--- config.mk ---
export PLATFORM = sky130hd
export DESIGN_NAME = nge_log2
export DESIGN_NICKNAME = d
export VERILOG_FILES = /design/src/rtl/nge_pkg.sv /design/src/rtl/nge_log2.sv
export SDC_FILE = /design/constraint.sdc
export NUM_CORES = 2
export LEC_CHECK = 0
export BUFFER_PORTS_ARGS = -buffer_cell sky130_fd_sc_hd__buf_2
export CORE_MARGIN = 4
export CORE_UTILIZATION = 25
export DETAILED_ROUTE_END_ITERATION = 10
export SYNTH_ARGS = -nofsm -noshare
export SYNTH_HDL_FRONTEND = slang
export SYNTH_SLANG_ARGS = --single-unit
--- constraint.sdc ---
create_clock -name i_clk -period 11.3 [get_ports i_clk]
set_clock_uncertainty 0.05 [all_clocks]
set_input_delay 0 -clock i_clk [delete_from_list [all_inputs] [get_ports i_clk]]
set_output_delay 0 -clock i_clk [all_outputs]
set_load 0.02 [all_outputs]
--- src/rtl/nge_pkg.sv ---
// Shared constants, widths and request types of the group entropy core.
// No dependencies.
package nge_pkg;

    localparam int ALPHABET_SIZE_D = 256;
    localparam int MAX_GROUPS_D    = 16777215;
    localparam int COUNT_WIDTH_D   = 16;

    localparam int SYM_W    = 8;
    localparam int CFG_W    = 16;
    localparam int TAG_W    = 24;
    localparam int GRP_W    = 24;
    localparam int FILL_W   = 16;
    localparam int DIST_W   = 9;
    localparam int LOG_IN_W = 25;
    localparam int LOG_E_W  = 5;
    localparam int FRAC_W   = 16;
    localparam int LOG_W    = LOG_E_W + FRAC_W;
    localparam int DIV_NW   = 46;
    localparam int DIV_DW   = 24;
    localparam int SUM_W    = 46;
    localparam int SCORE_W  = 17;
    localparam int MEAN_W   = 20;

    localparam logic [MEAN_W-1:0]  MEAN_MAX = 20'd524288;
    localparam logic [SCORE_W-1:0] ONE_Q16  = 17'd65536;

    typedef struct packed {
        logic                start;
        logic [LOG_IN_W-1:0] x;
    } t_log_req;

    typedef struct packed {
        logic              start;
        logic [DIV_NW-1:0] num;
        logic [DIV_DW-1:0] den;
    } t_div_req;

endpackage

--- src/rtl/nge_log2.sv ---
// Iterative fixed-point log2 (Q.16): normalize one bit a cycle, then 16 squarings.
// Depends on nge_pkg.
module nge_log2 (
    input  logic                    i_clk,
    input  logic                    i_rst_n,
    input  nge_pkg::t_log_req       i_req,
    output logic                    o_done,
    output logic [nge_pkg::LOG_W-1:0] o_result
);
    import nge_pkg::*;

    typedef enum logic [2:0] {
        L_IDLE = 3'b001,
        L_NORM = 3'b010,
        L_SQR  = 3'b100
    } t_log_st;

    t_log_st             r_st;
    logic [30:0]         r_y;
    logic [LOG_E_W-1:0]  r_e;
    logic [FRAC_W-1:0]   r_frac;
    logic [3:0]          r_step;
    logic                r_done;
    logic [LOG_W-1:0]    r_res;

    logic [61:0]         sq;
    logic [31:0]         y2;
    logic [30:0]         n_y;
    logic [FRAC_W-1:0]   n_frac;

    always_comb begin
        sq = r_y * r_y;
        y2 = sq[61:30];
        if (y2[31]) begin
            n_y    = y2[31:1];
            n_frac = {r_frac[FRAC_W-2:0], 1'b1};
        end else begin
            n_y    = y2[30:0];
            n_frac = {r_frac[FRAC_W-2:0], 1'b0};
        end
    end

    always_ff @(posedge i_clk) begin
        if (!i_rst_n) begin
            r_st   <= L_IDLE;
            r_done <= 1'b0;
        end else begin
            r_done <= 1'b0;
            case (r_st)
                L_IDLE: begin
                    if (i_req.start) begin
                        if (i_req.x == '0) begin
                            r_res  <= '0;
                            r_done <= 1'b1;
                        end else begin
                            r_y  <= 31'(i_req.x);
                            r_e  <= LOG_E_W'(30);
                            r_st <= L_NORM;
                        end
                    end
                end
                L_NORM: begin
                    if (r_y[30]) begin
                        r_step <= '0;
                        r_frac <= '0;
                        r_st   <= L_SQR;
                    end else begin
                        r_y <= {r_y[29:0], 1'b0};
                        r_e <= r_e - 1'b1;
                    end
                end
                L_SQR: begin
                    r_y    <= n_y;
                    r_frac <= n_frac;
                    r_step <= r_step + 1'b1;
                    if (r_step == 4'd15) begin
                        r_res  <= {r_e, n_frac};
                        r_done <= 1'b1;
                        r_st   <= L_IDLE;
                    end
                end
                default: r_st <= L_IDLE;
            endcase
        end
    end

    assign o_done   = r_done;
    assign o_result = r_res;

endmodule

# Word-level counts from Yosys, hierarchy flattened
# Index checks and enable logic that the tools add are counted.
# classes
addsub,2
multipliers,1
n_eq_ne,10
muxes,27
n_reduce_logical,11
# op_table
op,count
2-to-1 mux 31 bit,4
case mux 31 bit (3 select lines),1
2-to-1 mux 21 bit,3
multiplier 31 x 31 -> 62 bit,1
case mux 21 bit (2 select lines),1
case mux 15 bit (2 select lines),1
logical NOT 25 bit,1
2-to-1 mux 15 bit,1
2-to-1 mux 5 bit,3
AND reduction 5 bit,3
2-to-1 mux 3 bit,4
"!= test 2 bit, second input constant",6
case mux 5 bit (2 select lines),1
case mux 3 bit (3 select lines),1
case mux 4 bit (2 select lines),1
AND reduction 4 bit,2
nonzero test 2 bit,3
"subtractor 5 x 1 -> 5 bit, second input constant",1
"adder 4 x 1 -> 4 bit, second input constant",1
"equality test 4 bit, second input constant",1
2-to-1 mux 1 bit,4
2-to-1 mux 4 bit,1
"equality test 3 x 1 -> 1 bit, second input constant",1
"equality test 3 x 2 -> 1 bit, second input constant",1
other kinds (4),4
# totals
reg_bits,80
inputBits,28
elab_cells,59

# Logic depth before layout (Yosys ltp)
# logic_depth
ltp_word,4
mapped_depth,31

# Least setup slack after synthesis
# OpenSTA, ideal clock, no wires.
# synth_path
path_kind,register -> register
start,register r_y[4]
end,"register r_y[28], data pin"
setup_time_ns,0.261
t_arrival_ns,7.511
t_required_ns,10.989
setup_slack_ns,3.478
stages_incl_launch_ff,27
path_buffers,3
path_cell_list,edfxtp_1 -> clkbuf_1 -> clkbuf_1 -> and2_1 -> fa_1 -> fa_1 -> fa_1 -> inv_1 -> fa_1 -> inv_1 -> fa_1 -> inv_1 -> fa_1 -> inv_1 -> fa_1 -> fa_1 -> ha_1 -> nand4_2 -> nor4_2 -> and3_1 -> a22oi_1 -> o311a_1 -> a211oi_4 -> inv_2 -> buf_6 -> and3_1 -> a221o_1
# synth_between
elab_chain_len,3
# synth_lines
element,line_no,source
"start, declared",nge_log2.sv:19,logic [30:0] r_y;
"start signal, assigned",nge_log2.sv:56,r_y <= 31'(i_req.x);
"start signal, assigned",nge_log2.sv:68,"r_y <= {r_y[29:0], 1'b0};"
"start signal, assigned",nge_log2.sv:73,r_y <= n_y;
multiplier 31 x 31 -> 62 bit,nge_log2.sv:32,sq = r_y * r_y;
2-to-1 mux 31 bit,nge_log2.sv:34,if (y2[31]) begin
case mux 31 bit (3 select lines),nge_log2.sv:49,case (r_st)
# Every way passes these cells.
# A chain may end at the register's enable or synchronous reset.

# Worst setup path in the final report
# layout_path
start,register r_y[21]
end,"register r_y[29], data pin"
# Same word-level chain as after synthesis.

==> impl_metrics.ini <==
[outcome]
outcome = finished, final reports clean

[route]
drt_iter0_markers = 1316
finalWirelength_um = 81700
route.detailed.vias_per_inst = 4.41
drc = 0
avgRoutedWirePerCell_um = 16.9
firstDrtPassIters = 5
detailroute.via_count = 21300
drtAntennaViolNets = 0

[clock_tree]
cts_buffers = 9
cts_htree_levels = 3
path_clk_slew_ns = 0.07
clockBufferDepth = 2
clock_tree_from_tritoncts = built
post_cts_resize_count = 0
clock_insertion_delay_worst_skew_ns = 0.36
clock_sink_count = 80
cts_root_buffer = clkbuf_16
cts_hold_buf = 16
count_of_buffers_added_by_post_cts_timing_repair_for_setup = 0

[synthesis]
syn_area_per_cell_um2 = 9.53
syn_nets = 4259
netlist-cell-type-count = 68
yosysSeqAreaShare = 0.0771
syn-cell-area_mm2 = 0.0307
synth.most_common_cell = inv_1
synth_edf_count = 76
async_flop_share = 0
synthDominantCellAreaShare = 0.488
synth-main-ff-cell = edfxtp_1
post_synth_inst_count = 3215
yosysWarningCount = 0
synth.area.top_cells = fa_1 49%, inv_1 11%, ha_1 11%, edfxtp_1 7.4%, and2_1 3.9%
yosys_register_bits = 80
synthTopCellsByCount = 918 x inv_1, 747 x fa_1, 307 x nand2_1
yosysTopAreaCell = fa_1

[sta]
final-hold-violation-count = 0
max_clock_freq_mhz = 106
totalNegativeSetupSlack_ns = 0
timing.final.max_slew_violations = 0
final_setup_violation_count = 0
finalCritPeriodShare = 0.832
worst_pin_slew_ns = 1.35
unrepaired_setup_endpoints_after_global_routing = no
timing.slew.headroom = 0.0971
final_period_minus_worst_setup_slack_ns = 9.40

[hold_path]
min_path_type = input port to flip-flop

[floorplanning]
die_area_mm2 = 0.128
die-width_um = 358
die_height_um = 358
placementRows = 128
core_region_area_mm2 = 0.122
initial_core_util = 0.252
ios = 50

[global_routing]
grt.met1_usage = 0.172
grt_util_met2 = 0.230
vias_in_the_first_global_route = 23500
antenna_found_initial = 0
global_route.usage.total = 0.131
largest_net_degree_at_the_start_of_global_routing = 38
groute.layer.met3.usage = 0.0179
grt_remaining_overflow = 0
wire_length_of_the_first_global_routing_pass_um = 132000
gr-max-usage-layer = met2

[setup_path]
path_cells = buf_4, and2_1, inv_1, fa_1, fa_1, fa_1, fa_1, inv_1, fa_1, fa_1, fa_1, fa_1, ha_1, nand2_1, nor4_1, and3_1, a22oi_1, o31ai_1, a211oi_4, buf_4, inv_2, nor2_1, a221o_1
timing.critical_path.arrival_ns = 9.45
critPathLaunchType = flip-flop
timing.critical_path.mode_cell = fa_1
longest_individual_stage_delay_on_the_worst_path_ns = 1.07
crit_family = adder cells
critical_path_buf_inv_count = 5
critPathKind = flip-flop to flip-flop
cp_slowest_cell = edfxtp_1
crit_path_end_kind = flip-flop
cp.required_ns = 11.35
crit_path_max_fanout = 21

[finish]
final_util = 0.273
flow.area_growth_from_synthesis_pct = 8.37
stdcell_count = 4837
post_route_cells_drive_above_1_share = 0.0405
final_design_area_no_fill_mm2 = 0.0332
finalNetCount = 4250

[place]
place.gp.congestion = 0.902
place.detailed.instances = 4804
io_buffer_count = 49
detailed_place_hpwl_um = 67500
post_dp_cell_area_mm2 = 0.0328

[flow_run]
drv_cap = 0
## worst paths after layout
path	cells after the start	to	startpoint	slack, ns
min	3	r_y[0]	i_req[0]	0.02
max reg2reg	23	r_y[29]	r_y[21]	1.90
min reg2reg	1	o_result[15]	r_frac[14]	0.51
max	23	r_y[29]	r_y[21]	1.90
## state kept, by name (all words and copies together), names as in the netlist
signal and count:
o_done 1, o_result 21, r_e 5, r_frac 15, r_st 3, r_step 4, r_y 31
## kinds of logic (layout without fill, tap and decap cells)
family                     count (synthesis)  in the layout  synth area share
buffers and inverters                   1048           1044             0.129
muxes                                     31             31            0.0102
other                                      0              1                 0
AOI/OAI and AO/OA                        267            267            0.0550
adders and majority gates               1016           1016             0.598
and+or+nand+nor                          712            712             0.114
DFF                                       80             80            0.0771
xor gates and xnor gates                  61             61            0.0174
## layout by cell type (no fill, tap or decap), types with 26 or more instances in the layout
cell type  Yosys  final
xor2_1        26     26
buf_2          6     49
xnor2_1       35     35
o21ai_0       64     64
ha_1         269    269
nand2_1      307    307
and3_1        28     28
nor2_1        75     73
inv_1        918    918
buf_4          2     42
and2_1       192    192
mux2i_1       30     30
a21oi_1       78     78
edfxtp_1      76     76
fa_1         747    747
## metal layers
metal	up-vias	wire length, um
met5	-	0
met1	11100	34200
met4	0	1960
li1	9541	-
met3	118	4700
met2	600	40900
## metrics by stage
step           hold WS, ns  setup WS (ns)
3_5_place_dp         0.217           1.95
5_1_grt             0.0192           1.41
4_1_cts            0.00124           1.91
2_1_floorplan       0.0782           3.48
6_report            0.0168           1.90
3_3_place_gp         0.203           2.05
## layout make-up
type / count / area, um2
diodes: 1 / 2.50
clock buffers: 9 / 225
clock inverters: 7 / 52.6
fillers: 13000 / 88500
inverters: 920 / 3450
multi-input cells: 2087 / 24300
flip-flops and latches: 80 / 2360
well taps: 1625 / 2030
repair buffers: 108 / 741
## worst min-delay path, stage by stage
cell     delay, ns
buf_2         0.18
nand2_1       0.06
o21ai_0       0.07
Power is left out: the tool's default activity adds up to more than one toggle a clock period on the data nets, which glitch-free logic cannot reach.
