--- src/rtl/nge_pkg.sv ---
// Shared constants, widths and request types of the group entropy core.
// No dependencies.
package nge_pkg;

    localparam int ALPHABET_SIZE_D = 256;
    localparam int MAX_GROUPS_D    = 16777215;
    localparam int COUNT_WIDTH_D   = 16;

    localparam int SYM_W    = 8;
    localparam int CFG_W    = 16;
    localparam int TAG_W    = 24;
    localparam int GRP_W    = 24;
    localparam int FILL_W   = 16;
    localparam int DIST_W   = 9;
    localparam int LOG_IN_W = 25;
    localparam int LOG_E_W  = 5;
    localparam int FRAC_W   = 16;
    localparam int LOG_W    = LOG_E_W + FRAC_W;
    localparam int DIV_NW   = 46;
    localparam int DIV_DW   = 24;
    localparam int SUM_W    = 46;
    localparam int SCORE_W  = 17;
    localparam int MEAN_W   = 20;

    localparam logic [MEAN_W-1:0]  MEAN_MAX = 20'd524288;
    localparam logic [SCORE_W-1:0] ONE_Q16  = 17'd65536;

    typedef struct packed {
        logic                start;
        logic [LOG_IN_W-1:0] x;
    } t_log_req;

    typedef struct packed {
        logic              start;
        logic [DIV_NW-1:0] num;
        logic [DIV_DW-1:0] den;
    } t_div_req;

endpackage

--- src/rtl/nge_div.sv ---
// Restoring divider, one quotient bit per cycle.
// Depends on nge_pkg.
module nge_div (
    input  logic                     i_clk,
    input  logic                     i_rst_n,
    input  nge_pkg::t_div_req        i_req,
    output logic                     o_done,
    output logic [nge_pkg::DIV_NW-1:0] o_quot
);
    import nge_pkg::*;

    localparam int CNT_W = $clog2(DIV_NW);

    logic              r_busy;
    logic              r_done;
    logic [DIV_NW-1:0] r_num;
    logic [DIV_DW-1:0] r_den;
    logic [DIV_DW-1:0] r_rem;
    logic [CNT_W-1:0]  r_cnt;

    logic [DIV_DW:0]   rem_sh;
    logic              ge;
    logic [DIV_DW:0]   diff;

    always_comb begin
        rem_sh = {r_rem, r_num[DIV_NW-1]};
        ge     = rem_sh >= {1'b0, r_den};
        diff   = rem_sh - {1'b0, r_den};
    end

    always_ff @(posedge i_clk) begin
        if (!i_rst_n) begin
            r_busy <= 1'b0;
            r_done <= 1'b0;
        end else begin
            r_done <= 1'b0;
            if (!r_busy) begin
                if (i_req.start) begin
                    r_num  <= i_req.num;
                    r_den  <= i_req.den;
                    r_rem  <= '0;
                    r_cnt  <= '0;
                    r_busy <= 1'b1;
                end
            end else begin
                r_num <= {r_num[DIV_NW-2:0], ge};
                r_rem <= ge ? diff[DIV_DW-1:0] : rem_sh[DIV_DW-1:0];
                r_cnt <= r_cnt + 1'b1;
                if (r_cnt == CNT_W'(DIV_NW - 1)) begin
                    r_busy <= 1'b0;
                    r_done <= 1'b1;
                end
            end
        end
    end

    assign o_done = r_done;
    assign o_quot = r_num;

endmodule

--- config.mk ---
export PLATFORM = sky130hd
export DESIGN_NAME = nge_div
export DESIGN_NICKNAME = d
export VERILOG_FILES = /design/src/rtl/nge_pkg.sv /design/src/rtl/nge_div.sv
export SDC_FILE = /design/constraint.sdc
export NUM_CORES = 1
export LEC_CHECK = 0
export BUFFER_PORTS_ARGS = -buffer_cell sky130_fd_sc_hd__buf_4
export CELL_PAD_IN_SITES_DETAIL_PLACEMENT = 0
export CELL_PAD_IN_SITES_GLOBAL_PLACEMENT = 1
export CORE_UTILIZATION = 30
export CTS_CLUSTER_DIAMETER = 100
export CTS_CLUSTER_SIZE = 30
export DETAILED_ROUTE_END_ITERATION = 7
export GPL_ROUTABILITY_DRIVEN = 0
export PLACE_DENSITY = 0.67
export SLEW_MARGIN = 20
export SYNTH_ARGS = -nofsm -noshare
export SYNTH_HDL_FRONTEND = slang
export SYNTH_SLANG_ARGS = --single-unit
--- constraint.sdc ---
create_clock -name i_clk -period 3.39 [get_ports i_clk]
set_input_delay 0.339 -clock i_clk [delete_from_list [all_inputs] [get_ports i_clk]]
set_output_delay 0.339 -clock i_clk [all_outputs]
set_load 0.005 [all_outputs]
Yosys cells after proc, flatten, opt, wreduce, memory -nomap -nowiden
Index checks and enable logic that the tools add are counted.
{"block": "totals", "register_bits": 102, "in_bits": 73, "out_inout_bits": 47, "wordCells": 26}
{"block": "classes", "n_addsub": 2, "magnitude_cmp": 1, "n_eq_ne": 1, "mux": 11, "bitwise_logic": 1, "n_reduce_logical": 4}
{"cell": "46-bit two-way mux", "count": 2}
{"cell": "24-bit two-way mux", "count": 3}
{"cell": "25-bit by 24-bit >= comparator with 1-bit output", "count": 1}
{"cell": "24-bit subtractor", "count": 1}
{"cell": "6-bit two-way mux", "count": 2}
{"cell": "6-bit by 1-bit adder with 6-bit output, second input constant", "count": 1}
{"cell": "6-bit == test, second input constant", "count": 1}
{"cell": "1-bit two-way mux", "count": 4}
{"cell": "2-bit AND reduction", "count": 2}
{"cell": "3-bit AND reduction", "count": 1}
{"cell": "2-bit nonzero test", "count": 1}
{"cell": "1-bit inverter", "count": 1}

Longest topological paths before layout
Gate-level depths: netlist of run 1.
{"block": "logic_depth", "depth_word": 3, "depth_mapped": 12, "depth_no_buf": 11}

Least setup slack after synthesis of run 1
No wires, ideal clock.
{"block": "synth_timing", "kind": "reg-to-reg", "start": "register r_busy", "end": "register r_num[0], in the netlist o_quot[0], enable pin", "setup_time_ps": 440, "arrival_ps": 2912, "required_time_ps": 2950, "path_slack_ps": 38, "path_stages_with_launch": 5, "path_buffers": 3, "period_less_slack_ps": 3352, "path_cell_list": "dfxtp_1 > clkbuf_1 > buf_1 > clkbuf_1 > o21a_1"}
{"block": "synth_between", "elab_chain_cells": 2}
{"element": "from (decl)", "line": "nge_div.sv:14", "rtl": "logic r_busy;"}
{"element": "from (signal assigned)", "line": "nge_div.sv:33", "rtl": "r_busy <= 1'b0;"}
{"element": "from (signal assigned)", "line": "nge_div.sv:43", "rtl": "r_busy <= 1'b1;"}
{"element": "from (signal assigned)", "line": "nge_div.sv:50", "rtl": "r_busy <= 1'b0;"}
{"element": "2-bit nonzero test (no source line)"}
{"element": "2-bit AND reduction (no source line)"}
{"element": "to (signal assigned)", "line": "nge_div.sv:39", "rtl": "r_num <= i_req.num;"}
{"element": "to (signal assigned)", "line": "nge_div.sv:46", "rtl": "r_num <= {r_num[DIV_NW-2:0], ge};"}
{"element": "to (decl)", "line": "nge_div.sv:16", "rtl": "logic [DIV_NW-1:0] r_num;"}
No other way between the ends.
A chain may end at the register's enable or synchronous reset.

Worst setup path after layout of run 1
{"block": "layout_timing", "start": "register r_rem[17]", "end": "register r_rem[9] (data pin)"}
{"block": "layout_between", "elab_chain_cells": 3}
{"element": "from (decl)", "line": "nge_div.sv:18", "rtl": "logic [DIV_DW-1:0] r_rem;"}
{"element": "from (signal assigned)", "line": "nge_div.sv:47", "rtl": "r_rem <= ge ? diff[DIV_DW-1:0] : rem_sh[DIV_DW-1:0];"}
{"element": "25-bit by 24-bit >= comparator with 1-bit output", "line": "nge_div.sv:27", "rtl": "ge = rem_sh >= {1'b0, r_den};"}
{"element": "24-bit two-way mux", "line": "nge_div.sv:47"}
{"element": "24-bit two-way mux", "line": "nge_div.sv:37", "rtl": "if (!r_busy) begin"}
No other way between the ends.

==> results of run 1 <==
[synth_stat cells, types with 2 or more instances]
master                     count
sky130_fd_sc_hd__a211oi_1      2
sky130_fd_sc_hd__a211oi_2      6
sky130_fd_sc_hd__a21boi_0      2
sky130_fd_sc_hd__a21o_1        7
sky130_fd_sc_hd__a21oi_1      21
sky130_fd_sc_hd__a31oi_1       5
sky130_fd_sc_hd__and3_1        4
sky130_fd_sc_hd__buf_2         5
sky130_fd_sc_hd__clkbuf_1      9
sky130_fd_sc_hd__dfxtp_1       2
sky130_fd_sc_hd__edfxtp_1    100
sky130_fd_sc_hd__ha_1         26
sky130_fd_sc_hd__inv_1        31
sky130_fd_sc_hd__mux2_2       45
sky130_fd_sc_hd__mux2i_1      10
sky130_fd_sc_hd__nand2_1      24
sky130_fd_sc_hd__nand2_2       3
sky130_fd_sc_hd__nand3_1      14
sky130_fd_sc_hd__nand4_1       4
sky130_fd_sc_hd__nor2_1       41
sky130_fd_sc_hd__nor2b_1       4
sky130_fd_sc_hd__nor3_1        6
sky130_fd_sc_hd__nor4_1        2
sky130_fd_sc_hd__o211ai_1      2
sky130_fd_sc_hd__o21a_1        7
sky130_fd_sc_hd__o21ai_0      13
sky130_fd_sc_hd__o21bai_1      3
sky130_fd_sc_hd__o22ai_1       5
sky130_fd_sc_hd__xnor2_1      15
sky130_fd_sc_hd__xor2_1        7
[metrics by stage]
stage	cell area [um2]	power, W
after floorplan	5510	0.00210
after global placement	6670	0.00235
after detailed placement	6670	0.00236
after CTS	6950	0.00340
after global routing	6950	0.00352
final	6950	0.00335
[sequential cells by signal, indices dropped and copies added (netlist names)]
register and flops:
o_done 1, o_quot 46, r_busy 1, r_cnt 6
r_den 24, r_rem 24
[final timing paths]
check	from	cells past startpoint	slack, ps	to
setup / recovery	r_rem[17]$_SDFFCE_PN0P_	10	500	r_rem[9]$_SDFFCE_PN0P_
hold / removal	i_req[20]	1	160	r_den[20]$_DFFE_PP_
setup reg to reg	r_rem[17]$_SDFFCE_PN0P_	10	500	r_rem[9]$_SDFFCE_PN0P_
hold reg to reg	r_cnt[4]$_SDFFCE_PN0P_	1	530	o_done$_SDFF_PN0_
[logic make-up after synthesis]
| kind of cell | synth area share |
|---|---|
| AND/OR/NAND/NOR | 0.0947 |
| AO/OA/AOI/OAI | 0.109 |
| XOR/XNOR | 0.0350 |
| adder cells (fa/ha/maj) | 0.0627 |
| buffers and inverters | 0.0365 |
| multiplexers | 0.110 |
| flip-flops | 0.552 |
[cell type report]
type                       instances  area [um2]
multi-input combinational        298        2280
sequential                       102        3040
clock buffer                      10         229
timing repair buffer             126         946
clock inverter                     6        48.8
inverter                          32         120
fill                            1742       11000
tap                              229         287
[per-layer routing]
layer	vias to the layer above	share of wire	global-route usage
met2	129	0.48	0.242
met5	-	0	0
met3	12	0.088	0.0640
met4	0	0.015	0.0556
li1	1897	-	-
met1	1892	0.41	0.169
[worst max-delay path, stage by stage (launching register included)]
cell                       delay (ps)
sky130_fd_sc_hd__edfxtp_1         420
sky130_fd_sc_hd__ha_1             370
sky130_fd_sc_hd__a21o_1           240
sky130_fd_sc_hd__and3_4           190
sky130_fd_sc_hd__o221ai_2         200
sky130_fd_sc_hd__nand2_2          100
sky130_fd_sc_hd__a211oi_4         410
sky130_fd_sc_hd__nand2_2          210
sky130_fd_sc_hd__buf_4            260
sky130_fd_sc_hd__mux2i_1          170
sky130_fd_sc_hd__nor2_1            60
[power breakdown]
group / leakage [nW] / switching [W] / internal, W
combinational: 1.68 / 0.000383 / 0.000365
sequential: 0.972 / 0.0000640 / 0.00152
clock: 0.139 / 0.000507 / 0.000512
==> flow_results.xml, run 1 <==
<?xml version="1.0" encoding="UTF-8"?>
<metrics>
  <group name="synth">
    <metric name="post_synth_inst_count" unit="">449</metric>
    <metric name="post_synth_edffs" unit="">100</metric>
    <metric name="synth-main-ff-cell" unit="">sky130_fd_sc_hd__edfxtp_1</metric>
    <metric name="synth_top_cell_area_share" unit="">0.545</metric>
    <metric name="synthTopCellsByArea" unit="">sky130_fd_sc_hd__edfxtp_1 54%, sky130_fd_sc_hd__mux2_2 9.2%, sky130_fd_sc_hd__ha_1 5.9%</metric>
    <metric name="yosysUniqueCellTypes" unit="">54</metric>
    <metric name="postSynthRegisterBits" unit="">102</metric>
    <metric name="synth_nets" unit="">549</metric>
    <metric name="netlist_area" unit="mm2">0.00551</metric>
    <metric name="yosys.area.top_type" unit="">sky130_fd_sc_hd__edfxtp_1</metric>
    <metric name="seq_area_frac_synth" unit="">0.552</metric>
    <metric name="async_reset_ff_frac" unit="">0</metric>
    <metric name="synth.avg_cell_area" unit="um2">12.3</metric>
    <metric name="yosys_warnings" unit="">0</metric>
  </group>
  <group name="placement">
    <metric name="detailedPlace.worstSlack" unit="ps">495</metric>
    <metric name="placed_instance_count" unit="">787</metric>
    <metric name="buffer_ports.inserted" unit="">119</metric>
    <metric name="post-dp-hpwl" unit="um">9590</metric>
  </group>
  <group name="routing">
    <metric name="drt_drc_violations_left" unit="">0</metric>
    <metric name="vias_after_detailed_routing" unit="">3930</metric>
    <metric name="first_pass_iteration_count_of_the_detailed_router" unit="">4</metric>
    <metric name="detail_route.iter0.violations" unit="">160</metric>
    <metric name="vias_per_cell" unit="">4.89</metric>
    <metric name="final_wl" unit="um">13200</metric>
    <metric name="antenna_violating_nets_post_route" unit="">0</metric>
    <metric name="wl_per_cell" unit="um">16.4</metric>
  </group>
  <group name="clock_tree">
    <metric name="number_of_hold_repair_buffers_added_at_the_cts_stage" unit="">0</metric>
    <metric name="cts_max_level" unit="">3</metric>
    <metric name="cts_buf_count" unit="">9</metric>
    <metric name="cts-root-to-sink-buffers" unit="">2</metric>
    <metric name="cts.reportedPaths.clkPinSlew" unit="ps">70</metric>
    <metric name="clock_sinks" unit="">102</metric>
    <metric name="tritoncts" unit="">done</metric>
    <metric name="cts-resized-gates" unit="">0</metric>
    <metric name="clock_tree.root_cell" unit="">sky130_fd_sc_hd__clkbuf_16</metric>
    <metric name="postCtsSetupRepairBufs" unit="">0</metric>
    <metric name="worst_skew_pair.late_latency" unit="ps">360</metric>
  </group>
  <group name="floorplanning">
    <metric name="io_pins" unit="">120</metric>
    <metric name="initial_core_util" unit="">0.307</metric>
    <metric name="overall_die_height" unit="um">138</metric>
    <metric name="die_width" unit="um">138</metric>
    <metric name="core_outline_area" unit="mm2">0.0180</metric>
    <metric name="dieArea" unit="mm2">0.0189</metric>
    <metric name="placement_rows" unit="">49</metric>
  </group>
  <group name="global_route">
    <metric name="pin_count_of_the_biggest_net_entering_global_routing" unit="">41</metric>
    <metric name="grt_pass1_vias" unit="">4182</metric>
    <metric name="antenna_found_initial" unit="">0</metric>
    <metric name="overflow" unit="">0</metric>
    <metric name="grt_usage" unit="">0.148</metric>
    <metric name="grt_pass1_wl" unit="um">21000</metric>
  </group>
  <group name="layout">
    <metric name="fraction_of_layout_cells_with_a_size_suffix_above_1" unit="">0.354</metric>
    <metric name="antenna_cells_inserted" unit="">0</metric>
    <metric name="area_growth_syn_to_layout" unit="%">26.1</metric>
    <metric name="fin_nets" unit="">669</metric>
    <metric name="final_cell_mix" unit="">126 x sky130_fd_sc_hd__buf_4, 100 x sky130_fd_sc_hd__edfxtp_1, 45 x sky130_fd_sc_hd__mux2_2, 40 x sky130_fd_sc_hd__nor2_1, 31 x sky130_fd_sc_hd__inv_1</metric>
    <metric name="finish.cell_count_without_fillers" unit="">803</metric>
    <metric name="layout.cells.most_common" unit="">sky130_fd_sc_hd__buf_4</metric>
    <metric name="final_util" unit="">0.387</metric>
  </group>
  <group name="sta">
    <metric name="final_critical_path_setup_slack" unit="ps">501</metric>
    <metric name="tightestPinTransition" unit="ps">598</metric>
    <metric name="timing.final.setup_violations" unit="">0</metric>
    <metric name="final.setup_skew" unit="ps">9.96</metric>
    <metric name="share_of_the_clock_period_used_by_the_worst_path_after_layout" unit="">0.852</metric>
    <metric name="post_route_worst_hold_slack" unit="ps">156</metric>
    <metric name="final-max-slew-violation-count" unit="">0</metric>
    <metric name="final_hold_viol_count" unit="">0</metric>
    <metric name="totalNegativeSetupSlack" unit="ps">0</metric>
    <metric name="fmax" unit="MHz">346</metric>
    <metric name="period_needed" unit="ps">2890</metric>
    <metric name="grt_setup_unrepaired" unit="">false</metric>
    <metric name="slew_headroom" unit="">0.602</metric>
  </group>
  <group name="worst_setup_path">
    <metric name="cp_max_fo" unit="">12</metric>
    <metric name="critical_path_arrival" unit="ps">2990</metric>
    <metric name="critical_path_source_type" unit="">flip-flop</metric>
    <metric name="setup.worst_path.class" unit="">reg -&gt; reg</metric>
    <metric name="endpoint_kind" unit="">flip-flop</metric>
    <metric name="wp_data_required" unit="ps">3500</metric>
  </group>
  <group name="run">
    <metric name="drv.max_cap_violation_count" unit="">0</metric>
  </group>
  <group name="worst_hold_path">
    <metric name="timing.hold.worst.class" unit="">in -&gt; reg</metric>
  </group>
  <group name="power_and_ir_drop">
    <metric name="power_density" unit="mW/mm2">482</metric>
    <metric name="leakagePower" unit="nW">2.79</metric>
    <metric name="vdd_ir_drop_max" unit="uV">249</metric>
  </group>
  <group name="status">
    <metric name="run_status" unit="">completed</metric>
  </group>
</metrics>
Power figures use the tool's default switching activity.
==> run 2: changes to the inputs <==
--- a/config.mk
+++ b/config.mk
@@ -13,8 +13,8 @@
 export CTS_CLUSTER_SIZE = 30
 export DETAILED_ROUTE_END_ITERATION = 7
 export GPL_ROUTABILITY_DRIVEN = 0
-export PLACE_DENSITY = 0.67
-export SLEW_MARGIN = 20
+export PLACE_DENSITY = 0.65
+export SLEW_MARGIN = 5
 export SYNTH_ARGS = -nofsm -noshare
 export SYNTH_HDL_FRONTEND = slang
 export SYNTH_SLANG_ARGS = --single-unit
==> constraint.sdc (replaced) <==
create_clock -name i_clk -period 3 [get_ports i_clk]
set_input_delay 0.3 -clock i_clk [delete_from_list [all_inputs] [get_ports i_clk]]
set_output_delay 0.3 -clock i_clk [all_outputs]
set_load 0.005 [all_outputs]
==> flow_results.xml, run 2 (synthesis gave the netlist of run 1 again) <==
<?xml version="1.0" encoding="UTF-8"?>
<metrics>
  <group name="layout">
    <metric name="layout.cells.most_common" unit="">sky130_fd_sc_hd__buf_4</metric>
    <metric name="fin_nets" unit="">673</metric>
    <metric name="largest_register_ff_count" unit="">46</metric>
    <metric name="antenna_cells_inserted" unit="">0</metric>
    <metric name="final_cell_mix" unit="">129 x sky130_fd_sc_hd__buf_4, 100 x sky130_fd_sc_hd__edfxtp_1, 45 x sky130_fd_sc_hd__mux2_2, 40 x sky130_fd_sc_hd__nor2_1, 31 x sky130_fd_sc_hd__inv_1</metric>
    <metric name="fraction_of_layout_cells_with_a_size_suffix_above_1" unit="">0.363</metric>
    <metric name="area_growth_syn_to_layout" unit="%">27.7</metric>
    <metric name="final_util" unit="">0.392</metric>
    <metric name="finish.cell_count_without_fillers" unit="">807</metric>
  </group>
  <group name="worst_hold_path">
    <metric name="timing.hold.worst.class" unit="">in -&gt; reg</metric>
    <metric name="min_from" unit="">i_req[5]</metric>
  </group>
  <group name="sta">
    <metric name="final-max-slew-violation-count" unit="">0</metric>
    <metric name="period_needed" unit="ps">2840</metric>
    <metric name="totalNegativeSetupSlack" unit="ps">0</metric>
    <metric name="slew_headroom" unit="">0.506</metric>
    <metric name="tightestPinTransition" unit="ps">741</metric>
    <metric name="final_hold_viol_count" unit="">0</metric>
    <metric name="final.setup_skew" unit="ps">8.51</metric>
    <metric name="timing.final.setup_violations" unit="">0</metric>
    <metric name="share_of_the_clock_period_used_by_the_worst_path_after_layout" unit="">0.945</metric>
    <metric name="fmax" unit="MHz">353</metric>
  </group>
  <group name="placement">
    <metric name="post-dp-hpwl" unit="um">9700</metric>
    <metric name="buffer_ports.inserted" unit="">119</metric>
    <metric name="placed_instance_count" unit="">791</metric>
  </group>
  <group name="routing">
    <metric name="vias_after_detailed_routing" unit="">3968</metric>
    <metric name="drt_drc_violations_left" unit="">0</metric>
    <metric name="detail_route.iter0.violations" unit="">150</metric>
    <metric name="vias_per_cell" unit="">4.92</metric>
    <metric name="antenna_violating_nets_post_route" unit="">0</metric>
    <metric name="first_pass_iteration_count_of_the_detailed_router" unit="">4</metric>
    <metric name="final_wl" unit="um">13200</metric>
    <metric name="wl_per_cell" unit="um">16.4</metric>
  </group>
  <group name="worst_setup_path">
    <metric name="critical_path_arrival" unit="ps">2940</metric>
    <metric name="crit-reg2reg-launch" unit="">r_rem[6]$_SDFFCE_PN0P_</metric>
    <metric name="crit_family" unit="">simple AND/OR/NAND/NOR gates</metric>
    <metric name="cpPeakStageDelay" unit="ps">450</metric>
    <metric name="crit_slowest_cell" unit="">sky130_fd_sc_hd__ha_1</metric>
    <metric name="setup.worst_path.class" unit="">reg -&gt; reg</metric>
    <metric name="critical_path_source_type" unit="">flip-flop</metric>
    <metric name="timing.critical_path.from" unit="">r_rem[6]$_SDFFCE_PN0P_</metric>
    <metric name="cp_max_fo" unit="">11</metric>
    <metric name="buf_inv_on_cp" unit="">1</metric>
    <metric name="wp_data_required" unit="ps">3110</metric>
    <metric name="timing.critical_path.cells" unit="">ha_1 &gt; o21ai_1 &gt; a21oi_1 &gt; and4b_1 &gt; o21ai_2 &gt; nand4_4 &gt; nand2_2 &gt; buf_4 &gt; mux2i_1 &gt; nor2_1</metric>
    <metric name="endpoint_kind" unit="">flip-flop</metric>
  </group>
  <group name="global_route">
    <metric name="gr-usage-met2" unit="">0.233</metric>
    <metric name="overflow" unit="">0</metric>
    <metric name="use_met1" unit="">0.179</metric>
    <metric name="antenna_found_initial" unit="">0</metric>
    <metric name="pin_count_of_the_biggest_net_entering_global_routing" unit="">59</metric>
    <metric name="grt_pass1_wl" unit="um">21100</metric>
    <metric name="grt_pass1_vias" unit="">4102</metric>
    <metric name="grt_usage" unit="">0.147</metric>
    <metric name="busiest_layer" unit="">met2</metric>
    <metric name="grt_util_met3" unit="">0.0684</metric>
  </group>
  <group name="clock_tree">
    <metric name="cts_buf_count" unit="">9</metric>
    <metric name="cts_max_level" unit="">3</metric>
    <metric name="tritoncts" unit="">done</metric>
    <metric name="clock_tree.root_cell" unit="">sky130_fd_sc_hd__clkbuf_16</metric>
    <metric name="cts-root-to-sink-buffers" unit="">2</metric>
    <metric name="worst_skew_pair.late_latency" unit="ps">360</metric>
    <metric name="clock_sinks" unit="">102</metric>
    <metric name="cts.reportedPaths.clkPinSlew" unit="ps">80</metric>
    <metric name="number_of_hold_repair_buffers_added_at_the_cts_stage" unit="">0</metric>
  </group>
  <group name="power_and_ir_drop">
    <metric name="vdd_ir_drop_max" unit="uV">284</metric>
    <metric name="power_switching_share" unit="">0.292</metric>
    <metric name="comb_power_share" unit="">0.226</metric>
    <metric name="power.clock.fraction" unit="">0.316</metric>
    <metric name="power.internal" unit="W">0.00274</metric>
    <metric name="sequentialPowerShare" unit="">0.458</metric>
    <metric name="netSwitchingPower" unit="W">0.00113</metric>
    <metric name="leakagePower" unit="nW">2.82</metric>
    <metric name="power_density" unit="mW/mm2">551</metric>
  </group>
  <group name="floorplanning">
    <metric name="dieArea" unit="mm2">0.0189</metric>
    <metric name="initial_core_util" unit="">0.307</metric>
    <metric name="die_width" unit="um">138</metric>
    <metric name="io_pins" unit="">120</metric>
    <metric name="overall_die_height" unit="um">138</metric>
    <metric name="placement_rows" unit="">49</metric>
    <metric name="core_outline_area" unit="mm2">0.0180</metric>
  </group>
  <group name="run">
    <metric name="drv.max_cap_violation_count" unit="">0</metric>
  </group>
  <group name="status">
    <metric name="run_status" unit="">completed</metric>
  </group>
</metrics>
[run 2: cell count changes in the layout (fill, tap and decap cells not counted), moves of 2 or more]
| cell | before | now |
|---|---|---|
| sky130_fd_sc_hd__buf_4 | 126 | 129 |
| sky130_fd_sc_hd__clkinv_4 | 0 | 2 |
| sky130_fd_sc_hd__clkinv_8 | 0 | 3 |
| sky130_fd_sc_hd__inv_6 | 5 | 0 |
| sky130_fd_sc_hd__inv_8 | 0 | 2 |
[run 2: layout make-up]
class                      count  area [um2]
tap                          229         287
sequential                   102        3040
timing repair buffer         130         988
inverter                      32         120
fill                        1765       10900
clock inverter                 7        88.8
multi-input combinational    298        2290
clock buffer                   9         225
[run 2: final timing paths]
check / to / slack, ps / depth (start not counted)
worst max-delay path: r_rem[2]$_SDFFCE_PN0P_ / 160 / 10
worst min-delay path: r_den[5]$_DFFE_PP_ / 110 / 1
worst max register to register: r_rem[2]$_SDFFCE_PN0P_ / 160 / 10
worst min register to register: o_done$_SDFF_PN0_ / 550 / 1
[run 2: repair_timing]
action / CTS / global route
setup buffers: 0 / 0
endpoints found under the setup margin: 0 / 5
resized for setup: 0 / 3
[run 2: metrics by stage]
| stage | power (W) | hold WS (ps) | instance area (um2) | setup slack [ps] |
|---|---|---|---|---|
| 2_1_floorplan | 0.00237 | 399 | 5510 | 415 |
| 3_3_place_gp | 0.00268 | 480 | 6720 | 124 |
| 3_5_place_dp | 0.00269 | 480 | 6720 | 126 |
| 4_1_cts | 0.00393 | 92.6 | 7030 | 91.5 |
| 5_1_grt | 0.00407 | 95.8 | 7040 | -12.0 |
| 6_report | 0.00388 | 110 | 7040 | 164 |
[run 2: power groups by stage]
| stage | Sequential, W | Combinational (W) | Clock, W |
|---|---|---|---|
| after global placement | 0.00181 | 0.000869 | 0 |
| after floorplan | 0.00180 | 0.000570 | 0 |
| final | 0.00178 | 0.000874 | 0.00122 |
| after global routing | 0.00179 | 0.000967 | 0.00131 |
| after detailed placement | 0.00181 | 0.000879 | 0 |
| after CTS | 0.00178 | 0.000881 | 0.00127 |
[run 2: routing by layer]
| layer | vias to the layer above | share of wire |
|---|---|---|
| li1 | 1913 | - |
| met1 | 1921 | 0.43 |
| met2 | 124 | 0.46 |
| met3 | 10 | 0.095 |
| met4 | 0 | 0.0098 |
| met5 | - | 0 |
[run 2: worst register-to-register path, cell delays in order, from the launching register on]
cell                       delay, ps
sky130_fd_sc_hd__edfxtp_1        390
sky130_fd_sc_hd__ha_1            450
sky130_fd_sc_hd__o21ai_1         110
sky130_fd_sc_hd__a21oi_1         230
sky130_fd_sc_hd__and4b_1         240
sky130_fd_sc_hd__o21ai_2         240
sky130_fd_sc_hd__nand4_4         180
sky130_fd_sc_hd__nand2_2         210
sky130_fd_sc_hd__buf_4           260
sky130_fd_sc_hd__mux2i_1         220
sky130_fd_sc_hd__nor2_1           50
